$ cat config.mk
export PLATFORM = sky130hd
export DESIGN_NAME = rmq_sqrt
export DESIGN_NICKNAME = d
export VERILOG_FILES = /design/src/hw/rtl/rmq_pkg.sv /design/src/hw/rtl/rmq_sqrt.sv
export SDC_FILE = /design/constraint.sdc
export NUM_CORES = 1
export LEC_CHECK = 0
export BUFFER_PORTS_ARGS = -buffer_cell sky130_fd_sc_hd__buf_2
export CAP_MARGIN = 15
export CORE_MARGIN = 2
export CORE_UTILIZATION = 35
export CTS_BUF_LIST = sky130_fd_sc_hd__clkbuf_8
export CTS_CLUSTER_SIZE = 16
export DETAILED_ROUTE_END_ITERATION = 10
export SLEW_MARGIN = 40
export SYNTH_ARGS = -nofsm -noshare
export SYNTH_HDL_FRONTEND = slang
export SYNTH_SLANG_ARGS = --single-unit
$ cat constraint.sdc
create_clock -name clk_i -period 7.6 [get_ports clk_i]
set_input_delay 1.52 -clock clk_i [delete_from_list [all_inputs] [get_ports clk_i]]
set_output_delay 1.52 -clock clk_i [all_outputs]
set_load 0.05 [all_outputs]
$ cat src/hw/rtl/rmq_pkg.sv
// ----------------------------------------------------------------------------
// Rotation matrix to quaternion: shared types and constants.
// Holds the payload structs, the case codes and the arithmetic widths.
// ----------------------------------------------------------------------------
package rmq_pkg;

  // Root argument width: A is at most 16384 + 3 * 32768 = 114688, 17 bits.
  localparam int unsigned AW = 17;
  // Radicand A * 16384 is 31 bits; the root is 16 bits.
  localparam int unsigned SW = 32;
  localparam int unsigned RW = 16;
  // Dividend magnitude |n| * 8192 with |n| <= 65536 fits in 30 bits.
  localparam int unsigned NW = 18;
  localparam int unsigned DW = 31;
  // Quotient bits kept; anything larger saturates.
  localparam int unsigned QW = 16;

  typedef enum logic [1:0] {
    CaseTrace = 2'd0,
    CaseX     = 2'd1,
    CaseY     = 2'd2,
    CaseZ     = 2'd3
  } case_e;

  typedef struct packed {
    logic signed [15:0] r0c0;
    logic signed [15:0] r0c1;
    logic signed [15:0] r0c2;
    logic signed [15:0] r1c0;
    logic signed [15:0] r1c1;
    logic signed [15:0] r1c2;
    logic signed [15:0] r2c0;
    logic signed [15:0] r2c1;
    logic signed [15:0] r2c2;
  } mat_t;

  typedef struct packed {
    logic signed [15:0] qx;
    logic signed [15:0] qy;
    logic signed [15:0] qz;
    logic signed [15:0] qw;
    logic [1:0]         case_used;
    logic               bad_input;
  } quat_t;

  // Values that ride along the pipeline beside the arithmetic.
  typedef struct packed {
    case_e               sel;
    logic                bad;
    logic signed [NW-1:0] n0;
    logic signed [NW-1:0] n1;
    logic signed [NW-1:0] n2;
  } side_t;

  function automatic logic signed [15:0] sat16(input logic signed [NW:0] v);
    logic signed [15:0] res;
    if (v > 32767) begin
      res = 16'sh7fff;
    end else if (v < -32768) begin
      res = -16'sh8000;
    end else begin
      res = v[15:0];
    end
    return res;
  endfunction

endpackage

$ cat src/hw/rtl/rmq_sqrt.sv
// ----------------------------------------------------------------------------
// Rotation matrix to quaternion: pipelined integer square root.
// Restoring root of A * 16384, two result bits per stage, eight stages.
// ----------------------------------------------------------------------------
module rmq_sqrt (
  input  logic          clk_i,
  input  logic          rst_ni,
  input  logic          en_i,
  input  logic          vld_i,
  input  logic [rmq_pkg::AW-1:0] arg_i,
  input  rmq_pkg::side_t side_i,
  output logic          vld_o,
  output logic [rmq_pkg::RW-1:0] root_o,
  output rmq_pkg::side_t side_o
);
  import rmq_pkg::*;

  localparam int unsigned NS = RW / 2;

  logic                vld_q  [NS+1];
  logic [SW-1:0]       rem_q  [NS+1];
  logic [RW-1:0]       res_q  [NS+1];
  logic [SW-1:0]       rad_q  [NS+1];
  side_t               side_q [NS+1];

  always_comb begin
    vld_q[0]  = vld_i;
    rem_q[0]  = '0;
    res_q[0]  = '0;
    rad_q[0]  = {1'b0, arg_i, 14'd0};
    side_q[0] = side_i;
  end

  // Each stage resolves two bits of the root from four radicand bits.
  for (genvar s = 0; s < NS; s++) begin : g_stage
    logic [SW-1:0] rem_d, trial;
    logic [RW-1:0] res_d;
    always_comb begin
      for (int b = 0; b < 2; b++) begin
        if (b == 0) begin
          rem_d = {rem_q[s][SW-3:0], rad_q[s][SW-1:SW-2]};
          res_d = res_q[s];
        end else begin
          rem_d = {rem_d[SW-3:0], rad_q[s][SW-3:SW-4]};
        end
        trial = SW'({res_d, 2'b01});
        if (rem_d >= trial) begin
          rem_d = rem_d - trial;
          res_d = {res_d[RW-2:0], 1'b1};
        end else begin
          res_d = {res_d[RW-2:0], 1'b0};
        end
      end
    end
    always_ff @(posedge clk_i or negedge rst_ni) begin
      if (!rst_ni) begin
        vld_q[s+1] <= 1'b0;
      end else if (en_i) begin
        vld_q[s+1] <= vld_q[s];
      end
    end
    always_ff @(posedge clk_i) begin
      if (en_i) begin
        rem_q[s+1]  <= rem_d;
        res_q[s+1]  <= res_d;
        rad_q[s+1]  <= {rad_q[s][SW-5:0], 4'd0};
        side_q[s+1] <= side_q[s];
      end
    end
  end

  assign vld_o  = vld_q[NS];
  assign root_o = res_q[NS];
  assign side_o = side_q[NS];
endmodule

==> results.json <==
{
  "status": "finished, final reports clean",
  "ioPinCount": 152,
  "mostFrequentLayoutCells": "edfxtp_1, nor2_1, nand2_1",
  "ys_ff_latch": 750,
  "rows": 116,
  "r2r_slack_ns": 1.07,
  "min_period_over_period_pct": 85.9,
  "slew_headroom_pct": 48.2,
  "grtUsageTotal_pct": 12.3,
  "clock_sinks": 750,
  "clock_path_buffers": 3,
  "powerDensity_nw_per_um2": 279,
  "synth_top_area_share_pct": 63.6,
  "grt_pass1_vias": 20100,
  "synth-edff-count": 742,
  "globalplace.congestion": 0.859,
  "cts.clk_slew.worst_paths_ns": 0.07,
  "final_cells": 4207,
  "avgRoutedWirePerCell_microns": 15.2,
  "grt_max_degree": 161,
  "rsz0062_at_grt": "false",
  "fin_crit_ns": 6.53,
  "hold_viol": 0,
  "cts_buffers": 121,
  "fp.coreArea_sq_um": 99700,
  "drive_gt1_share_pct": 14.3,
  "syn_to_final_growth_pct": 12.7,
  "ctsHoldBuffers": 0,
  "yosys-top-cells-area": "edfxtp_1, ha_1, xnor2_1",
  "die_w_microns": 320,
  "dpl_cell_area_sq_um": 37000,
  "min_path_type": "register to register",
  "drv_cap": 0,
  "rr_endpoint": "rem_q[77]",
  "synthDistinctLibCells": 103,
  "crit_type": "register to register",
  "synth_area_sq_um": 35000,
  "reg2reg_from": "rem_q[96]",
  "max-vdd-ir-drop_mv": 0.146,
  "startpoint_type": "register",
  "synthFlopType": "edfxtp_1",
  "fin_util_pct": 39.6,
  "syn-instance-count": 2613,
  "total_leakage_power_nw": 14.3,
  "antenna_found_initial": 5,
  "finalSetupTns_ns": 0,
  "postRouteAntennaNets": 0,
  "path_max_fanout": 19,
  "synth_area_leader_cell": "edfxtp_1",
  "finalInstanceArea_sq_um": 39500,
  "post-cts-setup-buffers": 0,
  "cts_resized": 0,
  "port_buffers": 151,
  "max_freq_mhz": 153,
  "ys_warn_count": 0,
  "via_per_inst": 4.84,
  "finalClockSkew_ns": 0.0444,
  "crit_required_ns": 8.14,
  "drtPass1Iterations": 5,
  "syn_avg_cell_area_sq_um": 13.4,
  "nets": 3021,
  "worst_slew_pin_slew_ns": 0.776,
  "drc": 0,
  "finalSetupViolCount": 0,
  "dp.cells": 3981,
  "hold_path_end": "side_o[29]",
  "grt_pass1_wl_mm": 102,
  "start_util_pct": 35.1,
  "wl_mm": 63.9,
  "syn_nets": 2827,
  "die-area_sq_um": 103000,
  "final_common_cell": "edfxtp_1",
  "ys_seq_area_share_pct": 64.2,
  "cts_tree": "done",
  "h-tree-depth": 3,
  "reg2regPathDepth": 23,
  "insertion_delay_ns": 0.79,
  "arrival_ns": 7.07,
  "end_kind": "register",
  "drv_slew": 0,
  "die_h_microns": 320,
  "overflow": 0,
  "vias": 20400,
  "drtIter0Drc": 1181,
  "place_hpwl_mm": 44.4,
  "synthArstFlopShare_pct": 1.07,
  "cts-root-buf": "clkbuf_8",
  "worstHoldStart": "side_q[86]",
  "holdPathStages": 0
}
## layer usage
| layer | track usage (%) | vias up | part of all wire (%) |
|---|---|---|---|
| li1 | - | 10200 | - |
| met1 | 14.9 | 9650 | 44 |
| met2 | 20.6 | 356 | 48 |
| met3 | 2.92 | 138 | 4.8 |
| met4 | 5.95 | 6 | 3.7 |
| met5 | 0 | - | 0.058 |
## kinds of logic (layout without fill, tap and decap cells)
kind of cell    after synthesis  after routing  synth area share (%)
compound gates              459            459                  8.80
flops                       750            750                  64.2
mux                          55             55                  1.75
other cells                   0              2                     0
simple gates                763            763                  11.6
buf+inv                     223            517                  3.08
fa+ha+maj                   136            136                  4.94
xor+xnor                    227            227                  5.67
## metrics by stage
| step | total power [mW] | hold slack [ns] | setup WS [ns] |
|---|---|---|---|
| finish | 11.0 | 0.373 | 1.07 |
| global route | 11.7 | 0.384 | 0.508 |
| CTS | 11.2 | 0.361 | 1.01 |
| detailed placement | 7.69 | 0.405 | 1.03 |
| global placement | 7.66 | 0.400 | 1.10 |
| floorplan | 7.09 | 0.400 | 2.09 |
## layout make-up
cell class / instances / area (sq um)
fill: 9399 / 60200
sequential: 750 / 22500
multi-input combinational: 1640 / 11500
clock buffer: 121 / 1670
tap: 1298 / 1620
timing repair buffer: 174 / 1040
clock inverter: 102 / 714
inverter: 120 / 450
antenna: 2 / 5.00
## power breakdown
| part | internal, mW | switching (mW) | total (mW) | leakage, nW |
|---|---|---|---|---|
| combinational | 0.906 | 1.32 | 2.22 | 5.71 |
| clock | 1.78 | 1.61 | 3.39 | 1.35 |
| sequential | 5.09 | 0.304 | 5.40 | 7.25 |
| total | 7.78 | 3.23 | 11.0 | 14.3 |
## sequential cells by signal, indices dropped and copies added (netlist names)
register and flops:
side_o 57, res_q 56, vld_o 1, vld_q 7, rad_q 32, side_q 399
rem_q 182, root_o 16
## worst max path at each step
stage | to | cells after the start | slack, ns | startpoint
after CTS | rem_q[77] | 23 | 1.01 | rem_q[96]
after global routing | rem_q[77] | 23 | 0.51 | rem_q[96]
after floorplan | rem_q[69] | 23 | 2.09 | rem_q[96]
after detailed placement | rem_q[77] | 23 | 1.03 | rem_q[96]
after global placement | rem_q[112] | 21 | 1.10 | res_q[64]
final | rem_q[77] | 23 | 1.07 | rem_q[96]
## worst max-delay path, cell delays in order, from the launching register on
cell      delay [ns]
edfxtp_1        0.46
ha_1            0.26
fa_1            0.41
a21o_1          0.18
a21oi_1         0.25
o211a_1         0.26
o211ai_1        0.20
nor3_2          0.22
buf_4           0.24
inv_2           0.18
nand2_1         0.12
nand2_1         0.07
ha_1            0.27
a21o_1          0.20
a21oi_1         0.26
o21a_1          0.18
o21ai_0         0.18
a21oi_1         0.25
nand3_1         0.12
nor3b_1         0.59
and4_1          0.39
nand2_1         0.38
and3_1          0.38
or2_1           0.23
## cells in the mapped netlist (16+ instances only)
master    count
edfxtp_1    742
nor2_1      197
nand2_1     167
a21oi_1     145
xnor2_1     134
ha_1        132
inv_1       116
xor2_1       93
o21ai_0      71
nor3_1       66
buf_4        60
nand3_1      59
nor4_1       36
a21o_1       34
or3_1        30
clkbuf_1     27
nor2b_1      27
a211oi_1     21
nand4_1      21
mux2_1       20
mux2_2       19
nand2b_1     19
o21a_1       17
o21bai_1     16
No activity file was read; power rests on OpenSTA's default activity.
