File: config.mk
export PLATFORM = sky130hd
export DESIGN_NAME = rmq_setup
export DESIGN_NICKNAME = d
export VERILOG_FILES = /design/src/hw/rtl/rmq_pkg.sv /design/src/hw/rtl/rmq_setup.sv
export SDC_FILE = /design/constraint.sdc
export NUM_CORES = 1
export LEC_CHECK = 0
export ABC_AREA = 1
export ABC_CLOCK_PERIOD_IN_PS = 1100
export BUFFER_PORTS_ARGS = -buffer_cell sky130_fd_sc_hd__buf_2
export CAP_MARGIN = 20
export CORE_MARGIN = 3
export CORE_UTILIZATION = 35
export CTS_BUF_LIST = sky130_fd_sc_hd__clkbuf_4 sky130_fd_sc_hd__clkbuf_8
export DETAILED_ROUTE_END_ITERATION = 10
export SLEW_MARGIN = 20
export SYNTH_ARGS = -nofsm -noshare
export SYNTH_HDL_FRONTEND = slang
export SYNTH_SLANG_ARGS = --single-unit
File: constraint.sdc
create_clock -name clk_i -period 1.1 [get_ports clk_i]
set_input_delay 0.055 -clock clk_i [delete_from_list [all_inputs] [get_ports clk_i]]
set_output_delay 0.055 -clock clk_i [all_outputs]
set_load 0.03 [all_outputs]
File: src/hw/rtl/rmq_pkg.sv
// ----------------------------------------------------------------------------
// Rotation matrix to quaternion: shared types and constants.
// Holds the payload structs, the case codes and the arithmetic widths.
// ----------------------------------------------------------------------------
package rmq_pkg;

  // Root argument width: A is at most 16384 + 3 * 32768 = 114688, 17 bits.
  localparam int unsigned AW = 17;
  // Radicand A * 16384 is 31 bits; the root is 16 bits.
  localparam int unsigned SW = 32;
  localparam int unsigned RW = 16;
  // Dividend magnitude |n| * 8192 with |n| <= 65536 fits in 30 bits.
  localparam int unsigned NW = 18;
  localparam int unsigned DW = 31;
  // Quotient bits kept; anything larger saturates.
  localparam int unsigned QW = 16;

  typedef enum logic [1:0] {
    CaseTrace = 2'd0,
    CaseX     = 2'd1,
    CaseY     = 2'd2,
    CaseZ     = 2'd3
  } case_e;

  typedef struct packed {
    logic signed [15:0] r0c0;
    logic signed [15:0] r0c1;
    logic signed [15:0] r0c2;
    logic signed [15:0] r1c0;
    logic signed [15:0] r1c1;
    logic signed [15:0] r1c2;
    logic signed [15:0] r2c0;
    logic signed [15:0] r2c1;
    logic signed [15:0] r2c2;
  } mat_t;

  typedef struct packed {
    logic signed [15:0] qx;
    logic signed [15:0] qy;
    logic signed [15:0] qz;
    logic signed [15:0] qw;
    logic [1:0]         case_used;
    logic               bad_input;
  } quat_t;

  // Values that ride along the pipeline beside the arithmetic.
  typedef struct packed {
    case_e               sel;
    logic                bad;
    logic signed [NW-1:0] n0;
    logic signed [NW-1:0] n1;
    logic signed [NW-1:0] n2;
  } side_t;

  function automatic logic signed [15:0] sat16(input logic signed [NW:0] v);
    logic signed [15:0] res;
    if (v > 32767) begin
      res = 16'sh7fff;
    end else if (v < -32768) begin
      res = -16'sh8000;
    end else begin
      res = v[15:0];
    end
    return res;
  endfunction

endpackage

File: src/hw/rtl/rmq_setup.sv
// ----------------------------------------------------------------------------
// Rotation matrix to quaternion: case selection.
// Registers the root argument, the case and the three numerators.
// ----------------------------------------------------------------------------
module rmq_setup (
  input  logic          clk_i,
  input  logic          rst_ni,
  input  logic          en_i,
  input  logic          vld_i,
  input  rmq_pkg::mat_t mat_i,
  output logic          vld_o,
  output logic [rmq_pkg::AW-1:0] arg_o,
  output rmq_pkg::side_t side_o
);
  import rmq_pkg::*;

  logic signed [NW:0] m00, m11, m22, t, a;
  logic signed [NW-1:0] d21_12, d02_20, d10_01, s01_10, s02_20, s12_21;
  side_t side_d, side_q;
  logic [AW-1:0] arg_d, arg_q;
  logic vld_q;

  // Diagonal trace and the off-diagonal sums and differences.
  always_comb begin
    m00 = {{(NW-15){mat_i.r0c0[15]}}, mat_i.r0c0};
    m11 = {{(NW-15){mat_i.r1c1[15]}}, mat_i.r1c1};
    m22 = {{(NW-15){mat_i.r2c2[15]}}, mat_i.r2c2};
    t = m00 + m11 + m22;
    d21_12 = NW'(mat_i.r2c1) - NW'(mat_i.r1c2);
    d02_20 = NW'(mat_i.r0c2) - NW'(mat_i.r2c0);
    d10_01 = NW'(mat_i.r1c0) - NW'(mat_i.r0c1);
    s01_10 = NW'(mat_i.r0c1) + NW'(mat_i.r1c0);
    s02_20 = NW'(mat_i.r0c2) + NW'(mat_i.r2c0);
    s12_21 = NW'(mat_i.r1c2) + NW'(mat_i.r2c1);
    side_d = '0;
    if (t > 0) begin
      side_d.sel = CaseTrace;
      a = t + 19'sd16384;
      side_d.n0 = d21_12;
      side_d.n1 = d02_20;
      side_d.n2 = d10_01;
    end else if (m00 > m11 && m00 > m22) begin
      side_d.sel = CaseX;
      a = 19'sd16384 + m00 - m11 - m22;
      side_d.n0 = d21_12;
      side_d.n1 = s01_10;
      side_d.n2 = s02_20;
    end else if (m11 > m22) begin
      side_d.sel = CaseY;
      a = 19'sd16384 + m11 - m00 - m22;
      side_d.n0 = d02_20;
      side_d.n1 = s01_10;
      side_d.n2 = s12_21;
    end else begin
      side_d.sel = CaseZ;
      a = 19'sd16384 + m22 - m00 - m11;
      side_d.n0 = d10_01;
      side_d.n1 = s02_20;
      side_d.n2 = s12_21;
    end
    // A non-positive argument is clamped to one LSB.
    if (a <= 0) begin
      side_d.bad = 1'b1;
      arg_d = AW'(1);
    end else begin
      arg_d = a[AW-1:0];
    end
  end

  always_ff @(posedge clk_i or negedge rst_ni) begin
    if (!rst_ni) begin
      vld_q <= 1'b0;
    end else if (en_i) begin
      vld_q <= vld_i;
    end
  end

  always_ff @(posedge clk_i) begin
    if (en_i) begin
      arg_q  <= arg_d;
      side_q <= side_d;
    end
  end

  assign vld_o  = vld_q;
  assign arg_o  = arg_q;
  assign side_o = side_q;
endmodule

==> metrics.yaml <==
status: "complete, but fails checks"
violations: "setup timing"
syn_nets: 2699
path_clk_slew_ps: 70
dp_hpwl_um: 50500
routed_wl_um: 57550
syn_area_um2: 15820
multi_input_comb_area_um2: 12440
synth-edff-count: 71
grt_overflow_total: 0
post-route-period-util_pct: 349.6
period_needed_ps: 3845
timing.setup.critical_path_class: "in -> reg"
start_kind: "primary input"
die-area_um2: 47790
seq_area_frac_synth_pct: 13.63
hold_depth: 2
skew_ps: 0
finalNonFillerCells: 3646
vias: 17320
async_reset_ff_share_pct: 1.389
hold_path_class: "in -> reg"
yosys_warnings: 0
relSlewSlack_pct: 52.71
drt-wirelength-per-cell_um: 15.79
syn_to_final_growth_pct: 48.66
synth_flop_cell: "edfxtp_1"
timing_hold_violations_final: 0
worstPathRequired_ps: 1220
grt_pass1_wl_um: 90000
setup_viol: 71
syn_inst: 2179
r2r_cells: 1
final_nets: 3569
drive_above_1_share_pct: 35.20
dp_cells: 3596
drt_iter0_drc: 994
insertion_delay_ps: 360
seq_area_um2: 2157
synth.area.top_cells: "ha_1, edfxtp_1, nand2_1"
nFillCells: 4251
wl_met3_um: 3415
die_w_um: 218.6
start_util_pct: 35.63
routed.top_layer: "met4"
cts_buffers: 9
maxCapViolations: 0
cts_sinks: 72
worst_hold_path.endpoint: "vld_o"
ant_nets: 0
die_h_um: 218.6
port_buffers: 222
synth_top_cell_by_area: "ha_1"
p_leak_nw: 12.94
syn_area_per_cell_um2: 7.261
grt_max_degree: 28
crit_path_max_fanout: 6
drt-met1-wl_um: 25630
first_pass_iters: 5
synth_cell_types: 56
htree_levels: 3
r2r-start: "vld_o"
synth_top_area_share_pct: 23.25
pin_count: 223
setup_tns_ps: -182950
p_per_area_nw_per_um2: 1344
antenna_cells: 0
r2r-end: "vld_o"
clk_path_buf_depth: 2
end_kind: "flip-flop"
tightest_slew_ps: 706.7
antenna_found_initial: 0
root_buffer: "clkbuf_8"
setup_ws_ps: -2745
r2r_slack_ps: 360
rsz0062_at_grt: "true"
ys_seq_elements: 72
wl_met2_um: 27070
place_congestion: 0.9395
clock.fmax_mhz: 260.1
slowest_delay_ps: 570
slowest_stage: "fa_1"
cp.arrival_ps: 3970
std_cell_rows: 77
via_per_inst: 4.750
drv_slew: 0
coreArea_um2: 44410
cts_tree: "done"
hold_start: "en_i"
post-place-ws_ps: -3300
cp_common_cell: "buf_4"
ir_drop_v: 0.0009763
grt_pass1_vias: 17520
drc: 0
grt_use_total_pct: 23.68
## synth_stat cells, types with 2 or more instances
| cell type | number |
|---|---|
| a211oi_1 | 4 |
| a21boi_0 | 14 |
| a21o_1 | 10 |
| a21oi_1 | 172 |
| a221oi_1 | 4 |
| a31oi_1 | 7 |
| buf_1 | 2 |
| buf_2 | 13 |
| buf_4 | 3 |
| buf_6 | 4 |
| clkbuf_1 | 27 |
| edfxtp_1 | 71 |
| fa_1 | 78 |
| ha_1 | 294 |
| inv_1 | 368 |
| inv_2 | 7 |
| mux2i_1 | 2 |
| nand2_1 | 454 |
| nand2_2 | 7 |
| nand2_4 | 5 |
| nand3_1 | 111 |
| nand3_2 | 7 |
| nand3b_1 | 13 |
| nand4_1 | 17 |
| nor2_1 | 145 |
| nor2_2 | 6 |
| nor2_4 | 14 |
| nor3_1 | 20 |
| nor4_1 | 7 |
| o2111ai_1 | 3 |
| o211ai_1 | 14 |
| o21a_1 | 4 |
| o21ai_0 | 99 |
| o21ai_1 | 10 |
| o21bai_1 | 9 |
| o221ai_1 | 6 |
| o22ai_1 | 3 |
| o31ai_1 | 12 |
| or2_2 | 4 |
| xnor2_1 | 16 |
| xor2_1 | 98 |
## sequential cells by signal, indices dropped and copies added (netlist names)
register / cells
vld_o: 1
arg_o: 17
side_o: 54
## placed cells by master (no fill, tap or decap), drive strengths merged, types with 2 or more instances in the layout
master and instances:
edfxtp 71, o21ai 109, mux2i 2, dlygate4sd3 3
a31oi 7, o221ai 6, o2111ai 3, o211ai 14
xnor2 16, ha 294, clkinv 4, o21a 4
nor2 165, nor4 7, fa 78, a21o 10
buf 902, a221oi 4, o21bai 9, nand3 120
a21boi 15, inv 377, nand3b 13, xor2 98
nand4 17, or2 6, o22ai 3, a211oi 4
clkbuf 10, clkinvlp 2, a21oi 172, o31ai 12
nand2 466, nor3 21
## critical path: cells and delay by family
family	cells	cell delay, ps
buffers and inverters	13	1400
AOI/OAI and AO/OA	1	130
adders and majority gates	4	1160
and+or+nand+nor	13	1080
xor gates and xnor gates	1	140
## how the worst max path moves through the flow
stage / start / end / slack, ps / cells past startpoint
floorplan: mat_i[136] / arg_o[10] / -2730 / 34
global route: mat_i[11] / arg_o[4] / -3020 / 33
finish: mat_i[1] / arg_o[11] / -2750 / 32
detailed placement: mat_i[3] / arg_o[11] / -3300 / 35
global placement: mat_i[3] / arg_o[14] / -3190 / 35
CTS: mat_i[129] / arg_o[11] / -2620 / 35
## power breakdown
group	switching [mW]	internal, mW	leakage [nW]
Clock	1.21	1.08	0.102
Sequential	0.400	4.13	0.704
Combinational	13.6	11.2	12.1
Total	15.2	16.4	12.9
## cells by family (layout without fill, tap and decap cells)
family                     after synthesis  count (layout)  share of synthesized area [%]
buffers and inverters                  426            1300                          10.57
AOI/OAI and AO/OA                      376             376                          13.44
xor gates and xnor gates               114             114                          6.310
muxes                                    3               3                         0.1977
DFF                                     72              72                          13.63
and+or+nand+nor                        816             817                          22.73
adders and majority gates              372             372                          33.12
## routing by layer
metal  up-vias  GRT usage, %
met5         -             0
met1      8061         31.55
li1       8747             -
met3        69         3.254
met4         0         6.284
met2       442         40.23
## what timing repair did
item / CTS / global route
pin swaps: 23 / 27
hold endpoints to repair: 2 / 0
setup endpoints to repair: 78 / 79
buffers inserted: 19 / 9
cloned: 3 / 0
resized for setup: 54 / 70
hold buffers: 3 / 0
## final cells by class
cell class / count / area share (%)
Tap cell: 592 / 3.149
Clock buffer: 9 / 0.5266
Clock inverter: 7 / 0.3404
Inverter: 376 / 6.059
Sequential cell: 72 / 9.171
Timing Repair inverter: 1 / 0.02660
Multi-Input combinational cell: 1682 / 52.89
Timing Repair Buffer: 907 / 27.84
## per-stage QoR
stage / utilization [%] / hold slack (ps) / power, mW / instance area (um2)
floorplan: - / -240.6 / 17.10 / 16060
detailed placement: 50.87 / -168.3 / 27.74 / 22600
global route: 52.96 / 24.66 / 34.16 / 23520
global placement: 50.87 / -170.4 / 27.49 / 22600
finish: 52.96 / 36.32 / 31.62 / 23520
CTS: 52.29 / 28.40 / 30.94 / 23220
Power figures use the tool's default switching activity.
