===== src/hw/rtl/rmq_pkg.sv =====
// ----------------------------------------------------------------------------
// Rotation matrix to quaternion: shared types and constants.
// Holds the payload structs, the case codes and the arithmetic widths.
// ----------------------------------------------------------------------------
package rmq_pkg;

  // Root argument width: A is at most 16384 + 3 * 32768 = 114688, 17 bits.
  localparam int unsigned AW = 17;
  // Radicand A * 16384 is 31 bits; the root is 16 bits.
  localparam int unsigned SW = 32;
  localparam int unsigned RW = 16;
  // Dividend magnitude |n| * 8192 with |n| <= 65536 fits in 30 bits.
  localparam int unsigned NW = 18;
  localparam int unsigned DW = 31;
  // Quotient bits kept; anything larger saturates.
  localparam int unsigned QW = 16;

  typedef enum logic [1:0] {
    CaseTrace = 2'd0,
    CaseX     = 2'd1,
    CaseY     = 2'd2,
    CaseZ     = 2'd3
  } case_e;

  typedef struct packed {
    logic signed [15:0] r0c0;
    logic signed [15:0] r0c1;
    logic signed [15:0] r0c2;
    logic signed [15:0] r1c0;
    logic signed [15:0] r1c1;
    logic signed [15:0] r1c2;
    logic signed [15:0] r2c0;
    logic signed [15:0] r2c1;
    logic signed [15:0] r2c2;
  } mat_t;

  typedef struct packed {
    logic signed [15:0] qx;
    logic signed [15:0] qy;
    logic signed [15:0] qz;
    logic signed [15:0] qw;
    logic [1:0]         case_used;
    logic               bad_input;
  } quat_t;

  // Values that ride along the pipeline beside the arithmetic.
  typedef struct packed {
    case_e               sel;
    logic                bad;
    logic signed [NW-1:0] n0;
    logic signed [NW-1:0] n1;
    logic signed [NW-1:0] n2;
  } side_t;

  function automatic logic signed [15:0] sat16(input logic signed [NW:0] v);
    logic signed [15:0] res;
    if (v > 32767) begin
      res = 16'sh7fff;
    end else if (v < -32768) begin
      res = -16'sh8000;
    end else begin
      res = v[15:0];
    end
    return res;
  endfunction

endpackage


===== src/hw/rtl/rmq_div.sv =====
// ----------------------------------------------------------------------------
// Rotation matrix to quaternion: pipelined rounding divider.
// Computes |n| * 8192 / r with round half up on the magnitude, one
// quotient bit per stage for the kept bits, then applies sign and clamp.
// ----------------------------------------------------------------------------
module rmq_div (
  input  logic          clk_i,
  input  logic          en_i,
  input  logic signed [rmq_pkg::NW-1:0] num_i,
  input  logic [rmq_pkg::RW-1:0] den_i,
  output logic signed [15:0] quo_o
);
  import rmq_pkg::*;

  // Quotient may reach about 2^22 for the smallest root. Any quotient beyond
  // KB bits leaves every kept bit set, which still clamps correctly.
  localparam int unsigned KB = QW + 2;

  logic          neg_q [KB+1];
  logic [DW-1:0] rem_q [KB+1];
  logic [KB-1:0] quo_q [KB+1];
  logic [RW-1:0] den_q [KB+1];
  logic signed [15:0] out_q;

  logic [NW-1:0] mag;
  always_comb begin
    mag = num_i[NW-1] ? NW'(-num_i) : NW'(num_i);
    neg_q[0] = num_i[NW-1];
    rem_q[0] = DW'({mag, 13'd0}) + DW'(den_i >> 1);
    quo_q[0] = '0;
    den_q[0] = den_i;
  end

  // Long division, most significant kept quotient bit first.
  for (genvar s = 0; s < KB; s++) begin : g_stage
    localparam int unsigned SH = KB - 1 - s;
    logic [DW+KB:0] dsh;
    logic [DW-1:0] rem_d;
    logic          bit_d;
    always_comb begin
      dsh   = (DW+KB+1)'(den_q[s]) << SH;
      bit_d = (DW+KB+1)'(rem_q[s]) >= dsh;
      rem_d = bit_d ? DW'((DW+KB+1)'(rem_q[s]) - dsh) : rem_q[s];
    end
    always_ff @(posedge clk_i) begin
      if (en_i) begin
        rem_q[s+1] <= rem_d;
        quo_q[s+1] <= {quo_q[s][KB-2:0], bit_d};
        den_q[s+1] <= den_q[s];
        neg_q[s+1] <= neg_q[s];
      end
    end
  end

  // Signed result; an oversized quotient reads as all ones and clamps.
  always_ff @(posedge clk_i) begin
    if (en_i) begin
      out_q <= sat16(neg_q[KB] ? -(NW+1)'(quo_q[KB]) : (NW+1)'(quo_q[KB]));
    end
  end

  assign quo_o = out_q;
endmodule


===== config.mk =====
export PLATFORM = sky130hd
export DESIGN_NAME = rmq_div
export DESIGN_NICKNAME = d
export VERILOG_FILES = /design/src/hw/rtl/rmq_pkg.sv /design/src/hw/rtl/rmq_div.sv
export SDC_FILE = /design/constraint.sdc
export NUM_CORES = 1
export LEC_CHECK = 0
export BUFFER_PORTS_ARGS = -buffer_cell sky130_fd_sc_hd__buf_2
export CAP_MARGIN = 5
export CORE_ASPECT_RATIO = 0.6
export CORE_MARGIN = 4
export CORE_UTILIZATION = 35
export CTS_CLUSTER_SIZE = 24
export DETAILED_ROUTE_END_ITERATION = 16
export PLACE_DENSITY_LB_ADDON = 0.2
export SYNTH_ARGS = -nofsm -noshare
export SYNTH_HDL_FRONTEND = slang
export SYNTH_SLANG_ARGS = --single-unit

===== constraint.sdc =====
create_clock -name clk_i -period 8.1 [get_ports clk_i]
set_input_delay 0.405 -clock clk_i [delete_from_list [all_inputs] [get_ports clk_i]]
set_output_delay 0.405 -clock clk_i [all_outputs]
set_load 0.03 [all_outputs]

==> metrics.cfg, run 1 <==
[grt]
grt-busiest-layer = met1
grt_usage = 0.1746
grt_pass1_wl_mm = 185.3
grt.overflow.total = 0
antenna_found_initial = 10
grt_use_met3 = 0.07666
grt_start_max_net_pins = 171
grtUsageMet1 = 0.3229
grt_pass1_vias = 28333
grt_use_met2 = 0.1608

[clock_network]
clk_pin_slew_worst_paths_ps = 60
cts_root_buf = clkbuf_16
clk_latency_ps = 710
cts_setup_buffers = 0
cts-buffers-inserted = 91
tritoncts = done
htreeDepth = 3
clkSinkCount = 861
clk_path_buf_depth = 3

[synthesis]
synth_top_area_frac = 0.5567
ys_async_sr_fraction = 0
yosys_warnings = 0
synthDistinctLibCells = 85
synth_seq_cells = 861
synth_enable_flop_cells = 861
syn_area_per_cell_um2 = 11.60
synthTopCellsByArea = edfxtp_1, ha_1, xor2_1
ys.flop_type = edfxtp_1
netlist_area_um2 = 46440
yosysTopAreaCell = edfxtp_1
syn-num-nets = 4347
syn-instance-count = 4004
ys_seq_area_frac = 0.5567

[setup_path]
crit_slowest_cell = or4_1
r2r-end = rem_q[176]$_DFFE_PP_
endpoint_kind = flip-flop
cp.required_ps = 8520
startpoint_type = primary input
r2r_start = rem_q[191]$_DFFE_PP_
worst-path-buf-inv = 2
crit_type = in -> reg
cp_max_fo = 15
rr_worst_depth = 12
crit_arrival_ps = 6060
r2r_setup_slack_ps = 2770
path_cells = buf_2, or4_1, o41ai_1, xor2_1, nor3_1, a32oi_1, o221ai_1, and2_1, ha_1, and3_1, a221oi_1, o21ai_0, a221o_1, o21a_1, o21ai_0, a21boi_1, buf_4, mux2_2
slowest_delay_ps = 720
crit_family = compound AO/OA/AOI/OAI gates
crit_top_cell = o21ai_0

[power]
p_leak_nw = 19.71
power_mw = 17.30
ir_drop_uv = 203.7
power_density_nw_per_um2 = 331.2

[floorplanning]
core_area_um2 = 131600
pin_count = 52
die_height_um = 290.2
initial_core_util = 0.3529
die_w_um = 478.3
floorplan.die_area_um2 = 138800
rows = 103

[drt]
route.vias.total = 31759
wl_per_cell_um = 20.88
drt.antenna.violating_nets = 0
remaining_drc_errors = 0
wl_mm = 124.8
viasPerCell = 5.314
first_iter_violations = 4034
first_pass_iters = 5

[timing]
worstMarginPinSlew_ps = 1393
relSlewSlack = 0.06279
drv_slew = 0
max_freq_ghz = 0.1773
setup_tns_ps = 0
timing.final.crit_share = 0.6963
rsz0062_at_grt = no
report.final.hold_viol_count = 0
fin_worst_skew_ps = 43.42
period_minus_slack_ps = 5640
finalSetupViolations = 0

[layout]
mostFrequentLayoutCells = edfxtp_1, inv_1, ha_1, nand2_1, o21ai_0
finalInstanceArea_um2 = 52230
layout.nets = 4457
syn_to_final_growth_pct = 12.46
drive_gt1_frac = 0.08138
final_util = 0.3969
final_common_cell = edfxtp_1
n_fill_cell = 12521

[placement]
placed_cell_area_um2 = 48970
portBuffers = 51
post-dp-hpwl_mm = 92.97
place_congestion = 0.8961

[min_path]
min_to = rem_q[527]$_DFFE_PP_
hp-start = den_i[1]
whs_path_depth = 1
hold_class = in -> reg

[outcome]
status = completed

[run]
cap_violations = 0

[flip-flops by register name, indices dropped and copies added (netlist names)]
name   count
neg_q     18
quo_o     16
den_q    129
rem_q    527
quo_q    171
[cell usage after synthesis, drive strengths merged, types with 8 or more instances]
cell,count
edfxtp,861
inv,373
ha,289
o21ai,289
nand2,288
nor2,252
a21oi,211
xor2,165
xnor2,151
nor3,98
mux2,69
a21o,64
o21a,60
clkbuf,59
nor4,56
nor2b,54
nand2b,53
nand4,46
or3,46
nand3,45
o31ai,42
a211oi,29
o211ai,28
and3,26
a31oi,23
o21bai,22
or2,22
or4,21
nor4b,20
a21boi,18
fa,18
and4,16
o31a,16
mux2i,14
o41ai,13
nor3b,11
nand3b,10
buf,9
a211o,8
a31o,8
nand4b,8
[layer usage]
metal / share of wire / vias up / wire (um)
met5: 0 / - / 0
li1: - / 15086 / -
met4: 0.013 / 0 / 1590
met1: 0.57 / 15293 / 70910
met2: 0.28 / 1263 / 34950
met3: 0.14 / 117 / 17360
[metrics by stage]
stage	worst slack, ps	std cells	hold WS, ps
floorplan	2309	4004	400.3
global placement	1938	5797	401.0
detailed placement	1877	5797	404.5
CTS	2564	5975	30.24
global route	2046	5976	51.21
finish	2460	5977	89.21
[timing repair]
item	in CTS	in global routing
endpoints found under the hold margin	9	0
resized for setup	0	0
hold buffers	9	0
[cells by family after synthesis]
group / share of synthesized area
compound gates: 0.1221
xor+xnor: 0.05960
fa+ha+maj: 0.08562
buf+inv: 0.03616
flops: 0.5567
mux: 0.01991
simple gates: 0.1199
[final cells by class]
| cell class | instances | area, um2 | share of cell area |
|---|---|---|---|
| flip-flops and latches | 861 | 25850 | 0.4950 |
| clock buffers | 104 | 2326 | 0.04454 |
| multi-input cells | 2701 | 18970 | 0.3633 |
| diodes | 2 | 5.005 | 0.00009583 |
| clock inverters | 65 | 837.1 | 0.01603 |
| well taps | 1785 | 2233 | 0.04276 |
| repair buffers | 85 | 593.1 | 0.01136 |
| inverters | 374 | 1404 | 0.02688 |
[report_power, final]
part,switching [mW],internal [mW]
clock network,1.87,2.60
registers,0.655,6.19
logic,3.60,2.39
[worst max path at each step]
| stage | start | to | slack, ps | cells past startpoint |
|---|---|---|---|---|
| floorplan | num_i[17] | rem_q[549]$_DFFE_PP_ | 2310 | 22 |
| global placement | num_i[0] | rem_q[550]$_DFFE_PP_ | 1940 | 22 |
| detailed placement | num_i[1] | rem_q[548]$_DFFE_PP_ | 1880 | 20 |
| CTS | num_i[1] | rem_q[545]$_DFFE_PP_ | 2560 | 20 |
| global route | num_i[1] | rem_q[545]$_DFFE_PP_ | 2050 | 20 |
| finish | num_i[1] | rem_q[545]$_DFFE_PP_ | 2460 | 18 |
Power figures use the tool's default switching activity.
==> run 2: changes to the inputs <==
clock period = 4.85 ns   (was 8.1 ns; I/O delays follow)
==> metrics.cfg, run 2 (synthesized netlist as in run 1, its figures left out) <==
[placement]
post-dp-hpwl_mm = 95.26
post-place-cells = 5904
place_congestion = 0.8972
pre_cts_ws_ps = -519.2
portBuffers = 51

[timing]
worstMarginPinSlew_ps = 1184
drv_slew = 0
hold_ws_ps = 86.43
report.final.hold_viol_count = 0
finalSetupViolations = 0
layout_setup_ws_ps = 114.6
max_freq_ghz = 0.2112
period_minus_slack_ps = 4735
timing.final.crit_share = 0.9764
relSlewSlack = 0.2037
fin_worst_skew_ps = 54.81

[clock_network]
cts-buffers-inserted = 87
clk_latency_ps = 700
clkSinkCount = 861
clk_path_buf_depth = 3
clk_pin_slew_worst_paths_ps = 60
htreeDepth = 3
tritoncts = done
cts_root_buf = clkbuf_16

[power]
power_mw = 28.12
power_density_nw_per_um2 = 531.9
ir_drop_uv = 311.3
p_leak_nw = 20.14

[drt]
wl_mm = 125.6
remaining_drc_errors = 0
viasPerCell = 5.268
first_pass_iters = 5
drt.antenna.violating_nets = 0
first_iter_violations = 4036
route.vias.total = 32078
wl_per_cell_um = 20.63

[setup_path]
crit_family = compound AO/OA/AOI/OAI gates
startpoint_type = primary input
endpoint_kind = flip-flop
crit_type = in -> reg
crit_cells = 21
worstSetupEndpoint = rem_q[548]$_DFFE_PP_
path_cells = buf_2, buf_4, or4_1, o41ai_1, xor2_1, buf_4, buf_4, nor3b_4, and2_4, nand2_1, xor2_2, ha_1, a21o_1, a221oi_1, o21ai_1, a221o_1, o21a_1, o21ai_0, a21boi_4, buf_12, mux2_2
worst-path-buf-inv = 5
r2r_setup_slack_ps = 460
slowest_delay_ps = 560
r2r_start = rem_q[136]$_DFFE_PP_
cp_max_fo = 14
cp.required_ps = 5280
crit_arrival_ps = 5160
crit_top_cell = buf_4
crit_start = num_i[1]
rr_worst_depth = 10
crit_slowest_cell = or4_1
r2r-end = rem_q[118]$_DFFE_PP_

[grt]
grt_usage = 0.1771
antenna_found_initial = 6
grt_pass1_wl_mm = 187.9
grt_start_max_net_pins = 150
grt.overflow.total = 0
grt_pass1_vias = 28617

[outcome]
status = completed

[min_path]
hold_class = in -> reg

[layout]
largest_reg_flops = 527
largest-register = rem_q
drive_gt1_frac = 0.1016
final_common_cell = edfxtp_1
syn_to_final_growth_pct = 13.84
final_cells = 6089
layout.nets = 4571
mostFrequentLayoutCells = edfxtp_1, inv_1, ha_1, nand2_1, o21ai_0
reg_top3 = rem_q x527, quo_q x171, den_q x129

[floorplanning]
floorplan.die_area_um2 = 138800
die_w_um = 478.3
initial_core_util = 0.3529
pin_count = 52
rows = 103
core_area_um2 = 131600
die_height_um = 290.2

[run]
cap_violations = 0

[run 2: cell count changes in the layout (fill, tap and decap cells not counted), moves of 2 or more]
cell           before  now
inv_16              1    3
clkinv_4            2    0
bufinv_16          16    6
clkinv_2           21   16
clkbuf_16          91   87
clkbuf_1           13   21
o21ai_1             3    6
o21ai_0           284  282
diode_2             2    4
clkinv_1           15   20
buf_4              21  127
buf_12              4    8
dlygate4sd3_1       9   17
[run 2: cell type report]
cell class | count | area (um2)
inverters | 374 | 1404
well taps | 1785 | 2233
clock buffers | 108 | 2256
fillers | 12426 | 78710
flip-flops and latches | 861 | 25850
repair buffers | 203 | 1549
diodes | 4 | 10.01
clock inverters | 53 | 529.3
multi-input cells | 2701 | 19030
[run 2: worst min-delay path by stage]
stage	start	endpoint	depth (start not counted)
after floorplan	den_i[0]	den_q[272]$_DFFE_PP_	0
after global placement	quo_q[216]$_DFFE_PP_	quo_q[199]$_DFFE_PP_	0
after detailed placement	neg_q[10]$_DFFE_PP_	neg_q[9]$_DFFE_PP_	0
after CTS	en_i	den_q[140]$_DFFE_PP_	1
after global routing	en_i	rem_q[149]$_DFFE_PP_	1
final	en_i	rem_q[149]$_DFFE_PP_	1
[run 2: through the flow]
stage                     utilization  area (um2)  TNS [ps]
final                          0.4018       52870         0
after detailed placement       0.3788       49850     -6932
after global placement         0.3788       49850     -6722
after floorplan                     -       46490         0
after global routing           0.4018       52870     -1362
after CTS                      0.4013       52800         0
[run 2: report_power, final]
group          total, mW  internal [mW]  switching (mW)  leakage, nW
registers           11.4           10.3            1.08         8.29
logic               10.0           4.11            5.90         10.5
clock network       6.69           3.67            3.02         1.35
total               28.1           18.1            10.0         20.1
[run 2: per-layer routing]
metal | up-vias | global-route usage | routed length, um
met5 | - | 0.01060 | 0
met4 | 0 | 0.02479 | 1377
met3 | 93 | 0.08576 | 17730
met2 | 1199 | 0.1624 | 35070
met1 | 15497 | 0.3233 | 71430
li1 | 15289 | - | -
[run 2: worst reg2reg max path, cell delays in order, from the launching register on]
cell      delay [ps]
edfxtp_1         420
ha_1             370
nand2_1          240
nor4_1           960
nand4_1          420
nand3_1          230
a31oi_2           60
inv_1            430
o211ai_1         450
nor4_1           390
xor2_1           120
[run 2: what timing repair did]
item | 4_1_cts | 5_1_grt
gates resized for setup | 0 | 5
hold endpoints to repair | 17 | 1
endpoints found under the setup margin | 0 | 13
hold buffers | 17 | 1
setup buffers | 0 | 3
